[src/keyed_record_stack_unit_macros.svh]
// assertion macros shared by the keyed record stack rtl
// no dependencies; included by the files that carry assertions
`ifndef KEYED_RECORD_STACK_UNIT_MACROS_SVH
`define KEYED_RECORD_STACK_UNIT_MACROS_SVH

// same-cycle implication, disabled while reset is high
`define KRS_ASSERT_IMPLY(label, clk, rst, ante, cons) \
  label: assert property (@(posedge clk) disable iff (rst) (ante) |-> (cons)) \
    else $error("keyed record stack: implication check failed");

// next-cycle implication, disabled while reset is high
`define KRS_ASSERT_NEXT(label, clk, rst, ante, cons) \
  label: assert property (@(posedge clk) disable iff (rst) (ante) |=> (cons)) \
    else $error("keyed record stack: next-cycle check failed");

`endif

[src/krs_pkg.sv]
// shared types and constants of the keyed record stack
// no dependencies; imported by krs_ctrl, krs_dp and keyed_record_stack_unit
package krs_pkg;

  localparam int DEPTH_DEF = 16;
  localparam int KEY_W     = 16;
  localparam int VAL_W     = 16;
  localparam int CMD_W     = 2;
  localparam int STAT_W    = 3;

  // command codes of an input word
  typedef enum logic [CMD_W-1:0] {
    CMD_PUSH       = 2'd0,
    CMD_POP        = 2'd1,
    CMD_FIND_KEY   = 2'd2,
    CMD_FIND_VALUE = 2'd3
  } command_t;

  // status codes of a result word
  typedef enum logic [STAT_W-1:0] {
    ST_ADDED     = 3'd0,
    ST_DUPLICATE = 3'd1,
    ST_FULL      = 3'd2,
    ST_REMOVED   = 3'd3,
    ST_EMPTY     = 3'd4,
    ST_FOUND     = 3'd5,
    ST_NOTFOUND  = 3'd6
  } status_t;

  // controller states
  typedef enum logic [1:0] {
    S_IDLE,
    S_CHECK,
    S_SCAN,
    S_FINISH
  } state_t;

  // controller to datapath
  typedef struct packed {
    logic    load;
    logic    scan_en;
    logic    emit;
    status_t emit_status;
    logic    emit_pend;
    logic    emit_last;
    logic    push_write;
    logic    pop;
  } ctl_t;

  // datapath to controller
  typedef struct packed {
    command_t cmd;
    logic     empty;
    logic     full;
    logic     scan_done;
    logic     hit;
    logic     pend_valid;
  } sts_t;

endpackage

[src/krs_ram.sv]
// generic simple dual-port ram with registered read
// no dependencies
module krs_ram #(
  parameter int WIDTH = 32,
  parameter int DEPTH = 16
) (
  input  logic                     clk,
  input  logic                     we,
  input  logic [$clog2(DEPTH)-1:0] waddr,
  input  logic [WIDTH-1:0]         wdata,
  input  logic                     re,
  input  logic [$clog2(DEPTH)-1:0] raddr,
  output logic [WIDTH-1:0]         rdata
);

  logic [WIDTH-1:0] mem [DEPTH];

  // write port
  always_ff @(posedge clk) begin
    if (we) begin
      mem[waddr] <= wdata;
    end
  end

  // registered read port
  always_ff @(posedge clk) begin
    if (re) begin
      rdata <= mem[raddr];
    end
  end

endmodule

[src/krs_ctrl.sv]
// controller state machine of the keyed record stack
// depends on krs_pkg
module krs_ctrl import krs_pkg::*; (
  input  logic clk,
  input  logic rst,
  input  logic start,
  input  sts_t sts,
  output ctl_t ctl,
  output logic busy
);

  state_t state, state_next;

  // state register
  always_ff @(posedge clk) begin
    if (rst) begin
      state <= S_IDLE;
    end else begin
      state <= state_next;
    end
  end

  // next state
  always_comb begin
    state_next = state;
    unique case (state)
      S_IDLE: begin
        if (start) state_next = S_CHECK;
      end
      S_CHECK: begin
        if (sts.cmd == CMD_POP || (sts.cmd == CMD_PUSH && sts.full) ||
            (sts.cmd != CMD_PUSH && sts.empty)) begin
          state_next = S_IDLE;
        end else begin
          state_next = S_SCAN;
        end
      end
      S_SCAN: begin
        if (sts.scan_done) state_next = S_FINISH;
      end
      S_FINISH: begin
        state_next = S_IDLE;
      end
      default: state_next = S_IDLE;
    endcase
  end

  // outputs
  always_comb begin
    ctl = '0;
    ctl.emit_status = ST_ADDED;
    busy = (state != S_IDLE);
    unique case (state)
      S_IDLE: begin
        ctl.load = start;
      end
      // answers that need no scan
      S_CHECK: begin
        ctl.emit_last = 1'b1;
        unique case (sts.cmd) inside
          CMD_POP: begin
            ctl.emit = 1'b1;
            ctl.emit_status = sts.empty ? ST_EMPTY : ST_REMOVED;
            ctl.pop = !sts.empty;
          end
          CMD_PUSH: begin
            ctl.emit = sts.full;
            ctl.emit_status = ST_FULL;
          end
          CMD_FIND_KEY, CMD_FIND_VALUE: begin
            ctl.emit = sts.empty;
            ctl.emit_status = ST_EMPTY;
          end
          default: ctl.emit = 1'b0;
        endcase
      end
      // a new value match pushes out the one held before it
      S_SCAN: begin
        ctl.scan_en = 1'b1;
        if (sts.cmd == CMD_FIND_VALUE && sts.hit && sts.pend_valid) begin
          ctl.emit = 1'b1;
          ctl.emit_status = ST_FOUND;
          ctl.emit_pend = 1'b1;
        end
      end
      // final word of a scanned command
      S_FINISH: begin
        ctl.emit_last = 1'b1;
        unique case (sts.cmd) inside
          CMD_PUSH: begin
            ctl.emit = 1'b1;
            ctl.emit_status = sts.pend_valid ? ST_DUPLICATE : ST_ADDED;
            ctl.push_write = !sts.pend_valid;
          end
          CMD_FIND_KEY, CMD_FIND_VALUE: begin
            ctl.emit = 1'b1;
            ctl.emit_status = sts.pend_valid ? ST_FOUND : ST_NOTFOUND;
            ctl.emit_pend = sts.pend_valid;
          end
          default: ctl.emit = 1'b0;
        endcase
      end
      default: ctl = '0;
    endcase
  end

endmodule

[src/krs_dp.sv]
// datapath of the keyed record stack: record memory, fill count, scan, result register
// depends on krs_pkg, krs_ram and keyed_record_stack_unit_macros.svh
`include "keyed_record_stack_unit_macros.svh"

module krs_dp import krs_pkg::*; #(
  parameter int DEPTH = DEPTH_DEF
) (
  input  logic              clk,
  input  logic              rst,
  input  ctl_t              ctl,
  output sts_t              sts,
  input  logic [CMD_W-1:0]  command,
  input  logic [KEY_W-1:0]  record_key,
  input  logic [VAL_W-1:0]  record_value,
  output logic              strobe,
  output logic [STAT_W-1:0] status,
  output logic [KEY_W-1:0]  found_key,
  output logic [VAL_W-1:0]  found_value,
  output logic              last
);

  localparam int AW = $clog2(DEPTH);
  localparam int CW = $clog2(DEPTH + 1);

  command_t          cmd_q;
  logic [KEY_W-1:0]  key_q;
  logic [VAL_W-1:0]  val_q;
  logic [CW-1:0]     fill;
  logic [CW-1:0]     idx;
  logic              rd_vld;
  logic              pend_valid;
  logic [KEY_W-1:0]  pend_key;
  logic [VAL_W-1:0]  pend_val;
  logic              issue;
  logic              match;
  logic              hit;
  logic [KEY_W+VAL_W-1:0] rdata;
  logic [KEY_W-1:0]  rd_key;
  logic [VAL_W-1:0]  rd_val;

  // record memory, key in the upper half
  krs_ram #(
    .WIDTH(KEY_W + VAL_W),
    .DEPTH(DEPTH)
  ) u_rec_ram (
    .clk  (clk),
    .we   (ctl.push_write),
    .waddr(fill[AW-1:0]),
    .wdata({key_q, val_q}),
    .re   (issue),
    .raddr(idx[AW-1:0]),
    .rdata(rdata)
  );

  assign rd_key = rdata[KEY_W+VAL_W-1:VAL_W];
  assign rd_val = rdata[VAL_W-1:0];

  // scan compare: value for a value search, key otherwise
  assign issue = ctl.scan_en && (idx != fill);
  assign match = (cmd_q == CMD_FIND_VALUE) ? (rd_val == val_q) : (rd_key == key_q);
  assign hit   = rd_vld && match;

  // input word latch
  always_ff @(posedge clk) begin
    if (ctl.load) begin
      cmd_q <= command_t'(command);
      key_q <= record_key;
      val_q <= record_value;
    end
  end

  // fill count
  always_ff @(posedge clk) begin
    if (rst) begin
      fill <= '0;
    end else if (ctl.push_write) begin
      fill <= fill + 1'b1;
    end else if (ctl.pop) begin
      fill <= fill - 1'b1;
    end
  end

  // scan index and read pipeline
  always_ff @(posedge clk) begin
    if (rst) begin
      idx    <= '0;
      rd_vld <= 1'b0;
    end else begin
      rd_vld <= issue;
      if (ctl.load) begin
        idx <= '0;
      end else if (issue) begin
        idx <= idx + 1'b1;
      end
    end
  end

  // held match
  always_ff @(posedge clk) begin
    if (rst) begin
      pend_valid <= 1'b0;
    end else if (ctl.load) begin
      pend_valid <= 1'b0;
    end else if (hit) begin
      pend_valid <= 1'b1;
    end
  end

  always_ff @(posedge clk) begin
    if (hit) begin
      pend_key <= rd_key;
      pend_val <= rd_val;
    end
  end

  // result register
  always_ff @(posedge clk) begin
    if (rst) begin
      strobe <= 1'b0;
    end else begin
      strobe <= ctl.emit;
    end
  end

  always_ff @(posedge clk) begin
    if (ctl.emit) begin
      status      <= ctl.emit_status;
      found_key   <= ctl.emit_pend ? pend_key : '0;
      found_value <= ctl.emit_pend ? pend_val : '0;
      last        <= ctl.emit_last;
    end
  end

  // status to the controller
  always_comb begin
    sts.cmd        = cmd_q;
    sts.empty      = (fill == '0);
    sts.full       = (fill == CW'(DEPTH));
    sts.scan_done  = (idx == fill) && !rd_vld;
    sts.hit        = hit;
    sts.pend_valid = pend_valid;
  end

  `KRS_ASSERT_IMPLY(a_fill_bound, clk, rst, 1'b1, fill <= CW'(DEPTH))
  `KRS_ASSERT_IMPLY(a_push_room, clk, rst, ctl.push_write, fill != CW'(DEPTH))
  `KRS_ASSERT_IMPLY(a_pop_held, clk, rst, ctl.pop, fill != '0)
  `KRS_ASSERT_IMPLY(a_pend_emit, clk, rst, ctl.emit && ctl.emit_pend, pend_valid)
  `KRS_ASSERT_NEXT(a_push_count, clk, rst, ctl.push_write, fill == $past(fill) + 1'b1)

endmodule

[src/keyed_record_stack_unit.sv]
// Keyed record stack: a bounded stack of unique-key records with key and value search.
// Command port: pulse start with command, record_key and record_value while busy is
// low; the word is taken at that edge and busy rises until the command is done.
// Result port: each result word sits on status, found_key, found_value and last for
// one cycle, marked by strobe; last is high on the final word of a command. The
// receiver cannot hold results off and the block never waits on it.
// Command flow: pop, and push to a full stack or any search of an empty stack, keep
// busy through the check state only and give their word in the cycle after it.
// Push, key lookup and value search otherwise keep busy through the check state, a
// scan that makes one memory read per record, a wait for the last read to land, the
// close of the scan and the answer state; the record memory has one read port and
// the scan reads one record per cycle. Value search words come out as matches are
// found; the final one, marked last, appears the cycle after busy falls, as do the
// single words of the other commands. A new command may be started in the same
// cycle as that final word is shown, and the block takes one command at a time.
// Reset (rst, synchronous) empties the stack; stored records need no clearing.
// depends on krs_pkg, krs_ctrl and krs_dp
module keyed_record_stack_unit import krs_pkg::*; #(
  parameter int DEPTH = DEPTH_DEF
) (
  input  logic              clk,
  input  logic              rst,
  input  logic              start,
  output logic              busy,
  input  logic [CMD_W-1:0]  command,
  input  logic [KEY_W-1:0]  record_key,
  input  logic [VAL_W-1:0]  record_value,
  output logic              strobe,
  output logic [STAT_W-1:0] status,
  output logic [KEY_W-1:0]  found_key,
  output logic [VAL_W-1:0]  found_value,
  output logic              last
);

  ctl_t ctl;
  sts_t sts;

  // sequencing
  krs_ctrl u_ctrl (
    .clk  (clk),
    .rst  (rst),
    .start(start),
    .sts  (sts),
    .ctl  (ctl),
    .busy (busy)
  );

  // storage, scan and result register
  krs_dp #(
    .DEPTH(DEPTH)
  ) u_dp (
    .clk         (clk),
    .rst         (rst),
    .ctl         (ctl),
    .sts         (sts),
    .command     (command),
    .record_key  (record_key),
    .record_value(record_value),
    .strobe      (strobe),
    .status      (status),
    .found_key   (found_key),
    .found_value (found_value),
    .last        (last)
  );

endmodule

[config.mk]
export PLATFORM = sky130hd
export DESIGN_NAME = keyed_record_stack_unit
export DESIGN_NICKNAME = d
export VERILOG_FILES = /design/src/krs_pkg.sv /design/src/krs_ram.sv /design/src/krs_ctrl.sv /design/src/krs_dp.sv /design/src/keyed_record_stack_unit.sv
export VERILOG_INCLUDE_DIRS = /design/src /design/src/src
export SDC_FILE = /design/constraint.sdc
export NUM_CORES = 1
export LEC_CHECK = 0
export BUFFER_PORTS_ARGS = -buffer_cell sky130_fd_sc_hd__buf_2
export CAP_MARGIN = 5
export CELL_PAD_IN_SITES_DETAIL_PLACEMENT = 0
export CELL_PAD_IN_SITES_GLOBAL_PLACEMENT = 1
export CORE_AREA = 2 2 227 229
export DETAILED_ROUTE_END_ITERATION = 6
export DIE_AREA = 0 0 229 231
export GPL_ROUTABILITY_DRIVEN = 0
export PLACE_DENSITY_LB_ADDON = 0.05
export RECOVER_POWER = 25
export SYNTH_ARGS = -nofsm -noshare
export SYNTH_HDL_FRONTEND = slang
export SYNTH_SLANG_ARGS = --single-unit
[constraint.sdc]
create_clock -name clk -period 4.72 [get_ports clk]
set_input_delay 0.236 -clock clk [delete_from_list [all_inputs] [get_ports clk]]
set_output_delay 0.236 -clock clk [all_outputs]
set_load 0.005 [all_outputs]
Yosys cells after proc, flatten, opt, wreduce, memory -nomap -nowiden
Memory sizes are Yosys's and may differ from the RTL's. A register that Yosys moved wholly into a read port is not among the register bits.
Cells that the tools add are included.
Cells by class
  $add $sub $neg: 3
  eq/ne operators: 13
  muxes and demuxes: 27
  reduce and logical (&&, ||, !) cells: 23
Operators with widths (number)
  $eq A16 B16 Y1: 2
  $mux W5: 3
  $mux W1: 13
  $pmux W4 S3: 1
  $add A5 B1 Y5 const B: 2
  $pmux W3 S3: 1
  $eq A2 B2 Y1 const B: 4
  $mux W2: 4
  $pmux W2 S4: 1
  $logic_and A1 B1 Y1: 7
  $pmux W3 S2: 1
  $reduce_bool A2 Y1: 3
  $reduce_or A2 Y1: 3
  $eq A5 B5 Y1: 1
  $eq A5 B5 Y1 const B: 1
  $logic_not A5 Y1: 1
  $ne A5 B5 Y1: 1
  $sub A5 B1 Y5 const B: 1
  $eq A2 B1 Y1 const B: 2
  $logic_not A2 Y1: 2
  $ne A2 B2 Y1 const B: 2
  $logic_not A1 Y1: 3
  $mux W3: 1
  $pmux W1 S3: 1
  4 further kinds: 5
Storage, ports and cells
  bits in registers: 117
  RAM bits: 512
  memories kept: 1
Memories
  u_dp.u_rec_ram.mem: depth 16, width 32, read ports 1, clocked after Yosys merged registers in 1, wr ports 1, RTL line krs_ram.sv:16  | logic [WIDTH-1:0] mem [DEPTH];

Logic depth before layout (Yosys ltp)
Gate-level depths: netlist of the first run.
  word-level depth: 7
  depth in mapped cells: 10
  gate-level depth less buffers: 9

Hierarchy
Synthesis of the first run repeated with hierarchy kept, for this count alone.
Unflattened totals
  cell total of the unflattened synthesis: 1145
  area, all modules: 24807.5 sq um
Modules (own cells, without submodules)
  krs_ram: times used 1, cells an instance 838, area each 20155.6 sq um, sequential area each 16335.7 sq um
  krs_dp: times used 1, cells an instance 268, area each 4383.0 sq um, sequential area each 3323.2 sq um
  krs_ctrl: times used 1, cells an instance 39, area each 269.0 sq um, sequential area each 40.0 sq um

Least setup slack after synthesis of the first run
No wires, ideal clock.
  path type: flip-flop to flip-flop
  start: register u_dp.cmd_q[1]
  end: memory u_dp.u_rec_ram.mem[0][0], enable pin
  setup time: 0.513 ns
  arrival time: 4.576 ns
  required time: 4.207 ns
  setup slack: -0.369 ns
  stages on the path, launching flop included: 6
  path buffers: 1
  period minus slack after synthesis: 5.089 ns
  cell sequence: edfxtp_1 -> clkbuf_1 -> nor4b_1 -> nand2_1 -> nor2_1 -> nor4b_1
Between the ends
  cells in the longest elaborated chain, start to end: 5
RTL lines
  from (decl): RTL line krs_dp.sv:25  | command_t cmd_q;
  from (signal assigned): RTL line krs_dp.sv:66  | cmd_q <= command_t'(command);
  $logic_not A2 Y1
  $mux W1: RTL line krs_ctrl.sv:89  | unique case (sts.cmd) inside
  $mux W1: RTL line krs_ctrl.sv:53  | unique case (state)
  $mux W1: RTL line krs_ram.sv:20  | if (we) begin
  $mux W1 (implied by the code): RTL line krs_ram.sv:21  | mem[waddr] <= wdata;
  to (decl): RTL line krs_ram.sv:16
No other way between the ends.

==> results of run 1 <==
-- state kept, by name, summed over array words and instances (netlist names), 2 cells and up, named ones only --
| name | count |
|---|---|
| u_dp.u_rec_ram.mem | 512 |
| u_dp.idx | 5 |
| u_dp.val_q | 16 |
| u_dp.fill | 5 |
| u_dp.pend_val | 16 |
| u_dp.found_value | 16 |
| u_dp.status | 3 |
| u_dp.u_rec_ram.rdata | 32 |
| u_dp.cmd_q | 2 |
| u_dp.key_q | 16 |
| u_dp.pend_key | 16 |
| u_dp.found_key | 16 |
-- synth_stat cells (8+ instances only) --
library cell / instances
edfxtp_1: 646
mux4_2: 160
nor2_1: 59
nand2_1: 50
xnor2_1: 36
clkbuf_1: 28
dfxtp_1: 15
buf_2: 11
buf_6: 10
nand3_1: 10
nand4_1: 8
nor3_1: 8
-- per-layer routing --
metal | up-vias | GRT usage | wire length (um)
met5 | - | 0 | 0
met2 | 347 | 0.3279 | 25900
met3 | 68 | 0.04990 | 3450
met1 | 6165 | 0.3526 | 27220
li1 | 4933 | - | -
met4 | 0 | 0.04647 | 907
-- cells in the final DEF (no fill, tap or decap), types with 3 or more instances in the layout --
cell / Yosys / layout
dfxtp_1: 15 / 11
nand2b_1: 4 / 4
nor3_1: 8 / 5
a21oi_1: 7 / 7
a211oi_1: 3 / 3
clkbuf_1: 28 / 29
clkbuf_16: 0 / 69
o21ai_0: 5 / 5
clkinv_2: 0 / 12
buf_12: 0 / 3
buf_4: 1 / 36
nand4_1: 8 / 8
xnor2_1: 36 / 36
bufinv_16: 0 / 4
ha_1: 4 / 4
xor2_1: 7 / 7
inv_1: 6 / 6
buf_2: 11 / 61
edfxtp_1: 646 / 646
nor2_1: 59 / 49
a21o_1: 3 / 3
clkinv_8: 0 / 4
nand3_1: 10 / 10
nor3_2: 0 / 3
nor2b_1: 4 / 4
nand2_1: 50 / 49
nor2_4: 0 / 10
nor4_2: 0 / 3
clkinv_1: 0 / 18
mux4_2: 160 / 160
dlygate4sd3_1: 0 / 35
-- cells by family (layout without fill, tap and decap cells) --
| group | after synthesis | count (layout) | synth area share |
|---|---|---|---|
| AOI/OAI and AO/OA | 26 | 26 | 0.007016 |
| muxes | 163 | 163 | 0.1456 |
| other | 0 | 1 | 0 |
| and+or+nand+nor | 156 | 156 | 0.02761 |
| adders and majority gates | 5 | 5 | 0.002807 |
| DFF | 661 | 661 | 0.7890 |
| buffers and inverters | 61 | 281 | 0.01288 |
| xor gates and xnor gates | 43 | 43 | 0.01508 |
-- final cells by class --
| type | instances | area [um2] | area share |
|---|---|---|---|
| multi-input cells | 393 | 5106 | 0.1769 |
| clock buffers | 82 | 1775 | 0.06150 |
| diodes | 1 | 2.502 | 0.00008668 |
| clock inverters | 42 | 357.8 | 0.01239 |
| repair buffers | 151 | 1046 | 0.03623 |
| inverters | 6 | 22.52 | 0.0007801 |
| well taps | 680 | 850.8 | 0.02947 |
| flip-flops and latches | 661 | 19710 | 0.6827 |
-- worst register-to-register path: stages, from the launching register on --
cell and delay [ps]:
edfxtp_1 600, xnor2_1 270, nand3_1 150, nor3_1 730
nand3_1 330, a21boi_4 720, buf_4 390
-- power groups by stage --
stage | Combinational (mW) | Clock [mW] | Sequential, mW
3_5_place_dp | 0.135 | 0 | 6.71
3_3_place_gp | 0.137 | 0 | 6.70
4_1_cts | 0.158 | 5.25 | 6.59
6_report | 0.153 | 5.13 | 6.59
5_1_grt | 0.167 | 5.48 | 6.60
2_1_floorplan | 0.0562 | 0 | 6.67
-- final timing paths --
path / from / endpoint / slack [ps] / cells after the start
worst max-delay path: u_dp.val_q[13] / u_dp.pend_key[6] / 1200 / 6
worst min-delay path: start / u_dp.val_q[14] / 70 / 3
worst max register to register: u_dp.val_q[13] / u_dp.pend_key[6] / 1200 / 6
worst min register to register: u_dp.u_rec_ram.rdata[31] / u_dp.pend_key[15] / 470 / 0
-- through the flow --
step	instance area, um2	util	power (mW)	hold slack [ps]	setup slack, ps
floorplan	24970	-	6.730	334.9	20.00
global placement	26410	0.5212	6.842	412.8	1307
detailed placement	26410	0.5212	6.848	414.1	1165
CTS	28900	0.5702	11.99	35.50	1155
global route	28870	0.5696	12.25	57.53	960.2
finish	28870	0.5697	11.88	74.08	1198
-- repair_timing --
item	in CTS	in global routing
endpoints found under the hold margin	42	0
setup buffers	0	0
hold buffers	35	0
==> metrics.cfg, run 1 <==
[worst_setup_path]
crit_family = simple AND/OR/NAND/NOR gates
crit_path_cell_trace = xnor2_1 > nand3_1 > nor3_1 > nand3_1 > a21boi_4 > buf_4
path_max_fanout = 17
critPathMaxStageDelay_ps = 730
required_ps = 5010
cp-start-kind = flip-flop
cp.arrival_ps = 3810
crit_top_cell = nand3_1
criticalPathCategory = flip-flop to flip-flop
worst-path-buf-inv = 1
end_kind = flip-flop
crit_slowest_cell = nor3_1

[yosys]
synth_cell_types = 41
ys_ff_latch = 661
syn_area_mm2 = 0.02497
synth_flop_cell = edfxtp_1
yosysSeqAreaShare = 0.7890
synthArstFlopShare = 0
synth_nets = 1157
synth_area_leaders = edfxtp_1, mux4_2, xnor2_1
synth_cells = 1115
synth.avg_cell_area_um2 = 22.39
yosysWarnings = 0
yosys.area.top_type_share = 0.7770
synth_top_area_cell = edfxtp_1
synth_edf_count = 646

[sta]
max_clock_freq_mhz = 283.9
worst_pin_slew_ps = 1027
final.setup.tns_ps = 0
finalHoldViolations = 0
rsz0062_at_grt = no
slew_violations = 0
setup_violations = 0
fin_crit_sh = 0.7462
period_needed_ps = 3522
clock_skew_ps = 23.87
max-slew-margin-rel = 0.3137

[die]
io_pins = 75
rows = 83
dieHeight_um = 231
start_util = 0.4926
die_width_um = 229
dieArea_mm2 = 0.05290
core_mm2 = 0.05068

[clock_network]
cts.path.max_buffers = 3
cts_tree = built
htreeDepth = 3
insertion_delay_ps = 610
cts.sinks = 661
ctsResizeCount = 0
cts_made_buffers = 69
path_clk_slew_ps = 60
root_buffer = clkbuf_16

[routing]
via_per_inst = 5.711
drt-initial-drc-count = 985
antenna_left = 0
vias = 11513
post-route-drc-count = 0
dr.pass1.iters = 5
routed_wirelength_um = 57470
wl_per_cell_um = 28.51

[power_and_ir_drop]
clkPwrFrac = 0.432
switchingPower_mw = 2.392
peakVddDrop_v = 0.0003269
sw_frac_of_total = 0.2014
p_leak_nw = 8.890
cellPowerDensity_mw_per_mm2 = 411.3
comb_power_share = 0.013
p_seq_frac = 0.555
internal_power_mw = 9.483

[cells_and_area]
layout.nets = 1324
fillers = 3859
stdcell_count = 2016
drive_gt1_frac = 0.2854
area_delta_synth_final_pct = 15.64

[placement]
numPortBuffers = 74
dp.cells = 1856
hpwl_um = 33120

[grt]
antenna_found_initial = 2
grt_max_degree = 62
grt_pass1_vias = 11555
gr-usage-all-layers = 0.2249
grt_overflow = 0
grt_pass1_wl_um = 83510

[min_path]
min-delay-path-class = primary input to flip-flop

[run_status]
status = completed

[run]
drv_cap = 0

No activity file was read; power rests on OpenSTA's default activity.
==> inputs of run 2 (changes only) <==
ABC_AREA = 1   (was default)
CORE_AREA = 2 2 226 228   (was 2 2 227 229)
DIE_AREA = 0 0 228 230   (was 0 0 229 231)
clock period = 3.47 ns   (was 4.72 ns; I/O delays follow)
==> run 2 against run 1 <==
- clock-buffer cell count rose by 14
- synthesized cell count rose by 70%
- maximum frequency rose by 30%
- register-to-register slack got worse by 440 ps
- power rose by 34%
- via count rose by 36%
- routed wire length rose by 16%
- combinational power rose by 88%
- core utilization rose by 2.0 points
==> metrics.cfg, run 2 <==
[run_status]
status = completed

[routing]
wl_per_cell_um = 24.27  ; -15%
vias = 15637  ; +36%
dr.pass1.iters = 7  ; +2
via_per_inst = 5.703  ; -0.14%
drt-initial-drc-count = 1552  ; +58%
post-route-drc-count = 0  ; unchanged
routed_wirelength_um = 66550  ; +16%
antenna_left = 0  ; unchanged

[yosys]
netlist_top_cells_count = edfxtp_1, nor2_1, o21ai_0
yosys.area.top_type_share = 0.7554  ; -0.02162
synth_cells = 1891  ; +70%
yosysSeqAreaShare = 0.7671  ; -0.02195
synth_flop_cell = edfxtp_1
synth_cell_types = 36  ; -12%
synth_nets = 1933  ; +67%
syn_area_mm2 = 0.02568  ; +2.9%
synth_top_area_cell = edfxtp_1
yosysWarnings = 0  ; unchanged
yosysMostFrequentCell = edfxtp_1
synth_area_leaders = edfxtp_1, o21ai_0, nor2_1
synth.avg_cell_area_um2 = 13.58  ; -39%
synth_edf_count = 646  ; unchanged
ys_ff_latch = 661  ; unchanged
synthArstFlopShare = 0  ; unchanged

[grt]
use_met2 = 0.4122  ; +0.08422
gr-usage-all-layers = 0.2563  ; +0.03139
met3_usage = 0.04340  ; -0.006498
grt_pass1_wl_um = 99260  ; +19%
grt_pass1_vias = 15295  ; +32%
antenna_found_initial = 1  ; -1
gr-usage-met1 = 0.3645  ; +0.01190
busiest_layer = met2
grt_max_degree = 144  ; +130%
grt_overflow = 0  ; unchanged

[sta]
max-slew-margin-rel = 0.1599  ; -0.1538
setup_violations = 0  ; unchanged
fin_crit_sh = 0.7818  ; +0.03563
worst_pin_slew_ps = 1260  ; +233.1 ps
period_needed_ps = 2713  ; -809.1 ps
slew_violations = 0  ; unchanged
rsz0062_at_grt = no
clock_skew_ps = 18.61  ; -5.264 ps
max_clock_freq_mhz = 368.6  ; +30%
finalHoldViolations = 0  ; unchanged
final.setup.tns_ps = 0  ; unchanged

[run]
drv_cap = 0  ; unchanged

[clock_network]
htreeDepth = 3  ; unchanged
postCtsSetupBuffers = 0  ; unchanged
insertion_delay_ps = 600  ; about the same
cts.sinks = 661  ; unchanged
root_buffer = clkbuf_16
path_clk_slew_ps = 60  ; about the same
cts_made_buffers = 69  ; unchanged
cts_tree = built
hold_buffers = 35  ; unchanged
ctsResizeCount = 0  ; unchanged
cts.path.max_buffers = 3  ; unchanged

[cells_and_area]
largest_reg_flops = 512  ; unchanged
final_util = 0.5892  ; +0.01953
area_delta_synth_final_pct = 14.40
multiInputGateArea_mm2 = 0.005259  ; +3.0%
drive_gt1_frac = 0.1208  ; -0.1646
reg_top3 = u_dp.u_rec_ram.mem x512, u_dp.u_rec_ram.rdata x32
layout_commonest_cell = edfxtp_1
fillers = 4022  ; +4.2%
register_area_mm2 = 0.01971  ; about the same
layout.nets = 2066  ; +56%
final_cell_mix = edfxtp_1, nor2_1, o21ai_0
top_register = u_dp.u_rec_ram.mem

[power_and_ir_drop]
p_leak_nw = 9.943  ; +12%
cellPowerDensity_mw_per_mm2 = 542.4  ; +32%
peakVddDrop_v = 0.0004254  ; +30%

[worst_setup_path]
path_max_fanout = 78  ; +61
cp.arrival_ps = 3170  ; -640 ps
worstReg2RegStart = u_dp.idx[1]
crit_start = u_dp.idx[1]
required_ps = 3930  ; -1080 ps
end_kind = flip-flop
criticalPathCategory = flip-flop to flip-flop
cp-start-kind = flip-flop

[min_path]
min-delay-path-class = primary input to flip-flop
min-delay-start = record_key[13]

[placement]
numPortBuffers = 74  ; unchanged
hpwl_um = 35420  ; +6.9%

[die]
start_util = 0.5150  ; +0.02239
core_mm2 = 0.04986  ; -1.6%
io_pins = 75  ; unchanged
rows = 82  ; -1.2%
die_width_um = 228  ; -0.44%
dieHeight_um = 230  ; -0.43%
dieArea_mm2 = 0.05244  ; -0.87%

==> run 2: cell count changes after synthesis, moves of 35 or more <==
cell	before	now
nor2_1	59	327
o21ai_0	5	268
mux4_2	160	0
nand2_1	50	143
inv_1	6	92
o22ai_1	1	77
o221ai_1	0	51
nand3_1	10	60
clkbuf_1	28	69
xnor2_1	36	1
==> run 2: final timing paths <==
path / to / slack (ps) / depth (start not counted)
setup / recovery: u_dp.u_rec_ram.rdata[2] / 760 / 7
hold / removal: u_dp.key_q[13] / 280 / 2
setup reg to reg: u_dp.u_rec_ram.rdata[2] / 760 / 7
hold reg to reg: u_dp.pend_key[10] / 480 / 0
==> run 2: final cells by class <==
| cell class | count | share of cell area |
|---|---|---|
| tap | 672 | 0.02862 |
| antenna | 1 | 0.00008518 |
| sequential | 661 | 0.6708 |
| clock inverter | 20 | 0.003748 |
| clock buffer | 96 | 0.06367 |
| multi-input combinational | 1027 | 0.1790 |
| timing repair buffer | 170 | 0.04174 |
| inverter | 95 | 0.01235 |
==> run 2: layer usage <==
layer | wire, um | up-vias
li1 | - | 7191
met1 | 29670 | 7842
met2 | 31310 | 504
met3 | 4147 | 100
met4 | 1417 | 0
met5 | 0 | -
==> run 2: cells by family after synthesis <==
group / after synthesis / synth area share
AO/OA/AOI/OAI: 458 / 0.1050
flip-flops: 661 / 0.7671
XOR/XNOR: 17 / 0.005798
adder cells (fa/ha/maj): 5 / 0.002728
AND/OR/NAND/NOR: 547 / 0.08575
buffers and inverters: 203 / 0.03362
==> run 2: stage by stage <==
| stage | area, um2 | hold slack, ps | power (mW) | setup slack [ps] | std cells |
|---|---|---|---|---|---|
| floorplan | 25680 | 242.6 | 9.206 | 646.0 | 1891 |
| global placement | 27110 | 349.7 | 9.388 | 806.6 | 2590 |
| detailed placement | 27110 | 352.1 | 9.398 | 799.0 | 2590 |
| CTS | 29440 | 253.9 | 16.06 | 774.8 | 2741 |
| global route | 29380 | 269.5 | 16.39 | 572.1 | 2742 |
| finish | 29380 | 283.5 | 15.94 | 757.2 | 2742 |
==> run 2: power by group <==
part	internal, mW	leakage, nW	switching, mW
clock network	3.81	0.958	2.87
logic	0.0959	3.03	0.191
registers	8.86	5.96	0.106
==> run 2: worst max-delay path, cell delays in order (launching register included) <==
cell and delay (ps):
dfxtp_4 340, clkinv_2 40, buf_4 520, buf_4 860
o21ai_0 200, o221ai_1 280, nand3_1 170, nand3_1 90
